[src/isqm_pkg.sv]
`timescale 1ns / 1ps
package isqm_pkg;

  localparam int unsigned MAX_INTERVALS_DEF = 256;
  localparam int unsigned ID_W    = 64;
  localparam int unsigned SUM_W   = ID_W + 1;
  localparam int unsigned HIT_W   = 32;
  localparam int unsigned ICNT_W  = 9;
  localparam int unsigned STAT_W  = 2;

  typedef logic [ID_W-1:0]  id_t;
  typedef logic [SUM_W-1:0] sum_t;

  localparam logic [STAT_W-1:0] STAT_OK   = 2'd0;
  localparam logic [STAT_W-1:0] STAT_FULL = 2'd1;
  localparam logic [STAT_W-1:0] STAT_BAD  = 2'd2;

  localparam logic FUNC_INSERT = 1'b0;
  localparam logic FUNC_QUERY  = 1'b1;

  typedef enum logic [2:0] {
    CMD_NONE,
    CMD_CMP,
    CMD_INS,
    CMD_MERGE,
    CMD_SHIFT
  } cmd_op_t;

  typedef struct packed {
    cmd_op_t op;
    id_t     s;
    id_t     e;
    id_t     q;
  } cmd_t;

  // what a cell shows to its neighbors and to the top level
  typedef struct packed {
    id_t  start;
    id_t  stop;
    logic ov;
    logic gt;
    logic mark;
    logic shift;
    logic keep;
    logic hitq;
  } cell_t;

  // inclusive length, exact in 65 bits
  function automatic sum_t span_len(id_t s, id_t e);
    return {1'b0, e} - {1'b0, s} + sum_t'(1);
  endfunction

endpackage

[src/isqm_cell.sv]
`timescale 1ns / 1ps
module isqm_cell
  import isqm_pkg::*;
(
  input  logic  clk,
  input  logic  rst_n,
  input  cmd_t  cmd,
  input  logic  valid_i,
  input  cell_t left,
  input  cell_t right,
  output cell_t slot
);

  id_t  start_r, stop_r;
  logic ov_r, gt_r, hitq_r;
  logic mark_r, shift_r, keep_r;
  logic first_ov;

  assign first_ov = ov_r && !left.ov;

  always_ff @(posedge clk) begin
    case (cmd.op)
      CMD_CMP: begin
        ov_r   <= valid_i && (start_r <= cmd.e) && (cmd.s <= stop_r);
        gt_r   <= !valid_i || (start_r > cmd.e);
        hitq_r <= valid_i && (cmd.q >= start_r) && (cmd.q <= stop_r);
      end
      CMD_INS: begin
        if (gt_r) begin
          if (left.gt) begin
            start_r <= left.start;
            stop_r  <= left.stop;
          end else begin
            start_r <= cmd.s;
            stop_r  <= cmd.e;
          end
        end
      end
      CMD_MERGE: begin
        if (first_ov) begin
          start_r <= (cmd.s < start_r) ? cmd.s : start_r;
          stop_r  <= (cmd.e > stop_r) ? cmd.e : stop_r;
        end
      end
      CMD_SHIFT: begin
        if (shift_r) begin
          start_r <= right.start;
          stop_r  <= right.stop;
        end else if (keep_r && right.mark && right.stop > stop_r) begin
          stop_r <= right.stop;
        end
      end
      default: ;
    endcase
  end

  always_ff @(posedge clk) begin
    if (!rst_n) begin
      mark_r  <= 1'b0;
      keep_r  <= 1'b0;
      shift_r <= 1'b0;
    end else begin
      case (cmd.op)
        CMD_CMP: begin
          mark_r  <= 1'b0;
          keep_r  <= 1'b0;
          shift_r <= 1'b0;
        end
        CMD_MERGE: begin
          keep_r  <= first_ov;
          mark_r  <= ov_r && !first_ov;
          shift_r <= (ov_r && !first_ov) || gt_r;
        end
        CMD_SHIFT: begin
          if (shift_r) begin
            mark_r  <= right.mark;
            shift_r <= right.shift;
          end
        end
        default: ;
      endcase
    end
  end

  assign slot = '{start: start_r, stop: stop_r, ov: ov_r, gt: gt_r, mark: mark_r,
                  shift: shift_r, keep: keep_r, hitq: hitq_r};

endmodule

[config.mk]
export PLATFORM = sky130hd
export DESIGN_NAME = isqm_cell
export DESIGN_NICKNAME = d
export VERILOG_FILES = /design/src/isqm_pkg.sv /design/src/isqm_cell.sv
export SDC_FILE = /design/constraint.sdc
export NUM_CORES = 1
export LEC_CHECK = 0
export ABC_AREA = 1
export ABC_CLOCK_PERIOD_IN_PS = 10950
export CAP_MARGIN = 5
export CORE_AREA = 5 5 230 232
export DETAILED_ROUTE_END_ITERATION = 10
export DIE_AREA = 0 0 235 237
export DONT_BUFFER_PORTS = 1
export PLACE_DENSITY = 0.56
export SETUP_SLACK_MARGIN = 0.15
export SKIP_CTS_REPAIR_TIMING = 1
export SLEW_MARGIN = 0
export SYNTH_ARGS = -nofsm -noshare
export SYNTH_HDL_FRONTEND = slang
export SYNTH_SLANG_ARGS = --single-unit
[constraint.sdc]
create_clock -name clk -period 10.95 [get_ports clk]
set_input_delay 1.6425 -clock clk [delete_from_list [all_inputs] [get_ports clk]]
set_output_delay 1.6425 -clock clk [all_outputs]
set_load 0.01 [all_outputs]
==> metrics.csv <==
stage;metric;value;unit
global_route;Total GRT Usage;26.0;%
worst_setup_path;CP max FO;41;
cells_and_area;layout cell share with drive strength beyond 1;1.65;%
job;maxcap violations;0;
cts;Worst-Skew Late Latency;0.50;ns
cells_and_area;commonest non-fill, non-tap cell in the layout;nand2_1;
yosys;cell area after synthesis;0.0185;sq mm
yosys;Post-synth ARST share;0;%
cts;Clock Sinks;134;
drt;drt via density;5.54;
yosys;register area share after synthesis;21.6;%
cells_and_area;area grow syn2layout;6.48;%
floorplanning;row cnt;83;
floorplanning;core footprint;0.0508;sq mm
floorplanning;Chip Height;237;um
cts;Num CTS Buffers;17;
drt;ANT nets after route;0;
pwr;P per Cell Area;99.8;mW/mm^2
pwr;leak pwr;9.74;nW
timing;Max Fclk;0.216;GHz
cts;# H-tree levels;4;
cts;CTS tree;yes;
placed_design;Detail Placement HPWL;62.9;mm
timing;Tightest Pin Transition;1.04;ns
global_route;first-pass GRT wire length;110;mm
global_route;largest net degree at the start of global routing;257;
global_route;initial antenna violation count;1;
timing;Clock Skews;0.0164;ns
worst_setup_path;Setup crit start kind;input pin;
yosys;main flop type after synthesis;edfxtp_1;
yosys;syn_area_per_cell;7.16;sq um
cts;clock slew at reported path FFs;0.06;ns
timing;WHS;0.595;ns
timing;Hold Fails Final Rpt;0;
drt;DRT Pass-1 Iters;8;
placed_design;Placer Congestion;0.933;
min_path;Hold/Removal Path Class;register to register;
worst_setup_path;slowest CP cell;clkinv_2;
worst_setup_path;Crit path arrival time;4.82;ns
drt;Routed WL;75.7;mm
floorplanning;top-level port count;600;
timing;TNS Setup;0;ns
global_route;vias in the first global route;17700;
worst_setup_path;most frequent CP cell;nand2_1;
worst_setup_path;WS Path Type;input pin to register;
drt;Remaining DRCs;0;
drt;routed via count;17900;
placed_design;PortBufs;0;
status;status;finished clean;
yosys;Seq cells post-synth;134;
yosys;Synth cell types;33;
yosys;Net Count, Synth;3502;
worst_setup_path;crit-path leading delay family;simple AND/OR/NAND/NOR gates;
cells_and_area;most frequent cells in the layout;nand2_1 (779), ha_1 (447), inv_1 (343), a21oi_1 (222), o21ai_0 (196);
floorplanning;die footprint;0.0557;sq mm
placed_design;dpl cells;3200;
drt;DR iter-0 viols;1057;
timing;RSZ-0062 raised after global routing;false;
yosys;Synth Instances;2589;
cts;CTS Buffer Depth;2;
pwr;worst vdd ir;0.105;mV
worst_setup_path;Worst setup EP type;register;
cells_and_area;fin nets;3452;
worst_setup_path;Buf+Inv Stages, Crit Path;3;
floorplanning;Initial Utilization;36.5;%
yosys;Post-synth EDFFs;131;
worst_setup_path;critical-path cell list;ha_1 > nand2_1 > inv_1 > nand3_1 > nor2_1 > nand3_1 > nor2_1 > nand4_1 > nand2_1 > nand2_1 > nand2_1 > clkinv_2 > buf_4;
timing;period utilization;42.2;%
timing;Pins Over Slew Limit;0;
cells_and_area;final cell count without fillers;3233;
drt;WL per Instance;23.4;um
timing;Final Setup Violations;0;
cts;clock root cell;clkbuf_16;
floorplanning;die width;235;um
global_route;grt ovf;0;
timing;Tmin final;4.63;ns
worst_setup_path;Worst path max stage delay;0.73;ns
yosys;Yosys warning count;0;
worst_setup_path;required time of the critical path;11.14;ns
timing;relative slew slack;30.6;%
==> per-stage QoR <==
stage	util [%]	area, sq um	setup WS [ns]	total power, W
2_1_floorplan	-	18500	4.76	0.00114
3_3_place_gp	37.6	19100	5.75	0.00129
3_5_place_dp	37.6	19100	5.75	0.00132
4_1_cts	38.8	19700	6.29	0.00198
5_1_grt	38.8	19700	6.06	0.00210
6_report	38.8	19700	6.32	0.00197
==> power breakdown <==
| part | internal [W] | switching [W] |
|---|---|---|
| clock network | 0.000381 | 0.000277 |
| registers | 0.000621 | 0.0000644 |
| logic | 0.000235 | 0.000390 |
| total | 0.00124 | 0.000731 |
==> flip-flops by register name, summed over array words and instances, names as in the netlist <==
signal and cells:
mark_r 1, start_r 64, hitq_r 1, keep_r 1
gt_r 1, stop_r 64, shift_r 1, ov_r 1
==> cell usage after synthesis (all sizes together) (25+ instances only) <==
cell    number  share of area, %
nand2      780                16
nor3        27              0.79
o21ai      196               5.3
buf         36               1.0
ha         447                30
a21oi      223               6.0
edfxtp     131                21
nand3       36              0.97
nand4       25              0.84
nor2       117               2.4
inv        346               7.0
o211ai     128               5.2
clkbuf      40              0.81
==> worst min-delay path: cells and delay by family (launching register included) <==
family             cells  cell delay, ns
AOI/OAI and AO/OA      1            0.06
and+or+nand+nor        1            0.10
DFF                    1            0.39
==> worst paths after layout <==
| check | from | end | slack (ns) | depth (start not counted) |
|---|---|---|---|---|
| hold reg to reg | shift_r$_SDFFE_PN0P_ | shift_r$_SDFFE_PN0P_ | 0.60 | 2 |
| hold / removal | shift_r$_SDFFE_PN0P_ | shift_r$_SDFFE_PN0P_ | 0.60 | 2 |
| setup reg to reg | stop_r[30]$_DFFE_PP_ | stop_r[39]$_DFFE_PP_ | 6.82 | 12 |
| setup / recovery | cmd[107] | stop_r[39]$_DFFE_PP_ | 6.32 | 13 |
==> routing by layer <==
layer | up-vias | global-route usage, % | wire, um
li1 | 8761 | - | -
met1 | 8336 | 29.3 | 29400
met2 | 709 | 46.1 | 37300
met3 | 118 | 8.16 | 6470
met4 | 0 | 10.0 | 2560
met5 | - | 0 | 0
==> cell families (layout without fill, tap and decap cells) <==
kind of cell | Yosys count | in the layout | share of synthesized area, %
flops | 134 | 134 | 21.6
buf+inv | 423 | 386 | 8.89
simple gates | 1005 | 1005 | 21.5
other cells | 0 | 1 | 0
fa+ha+maj | 447 | 447 | 30.2
compound gates | 580 | 580 | 17.9
==> final cells by class <==
type,instances,area [sq um]
clock inverters,12,175
multi-input cells,2032,12900
well taps,680,851
repair buffers,7,52.6
flip-flops and latches,134,3990
fillers,5268,31100
diodes,1,2.50
clock buffers,20,437
inverters,347,1300
Power figures use the tool's default switching activity.
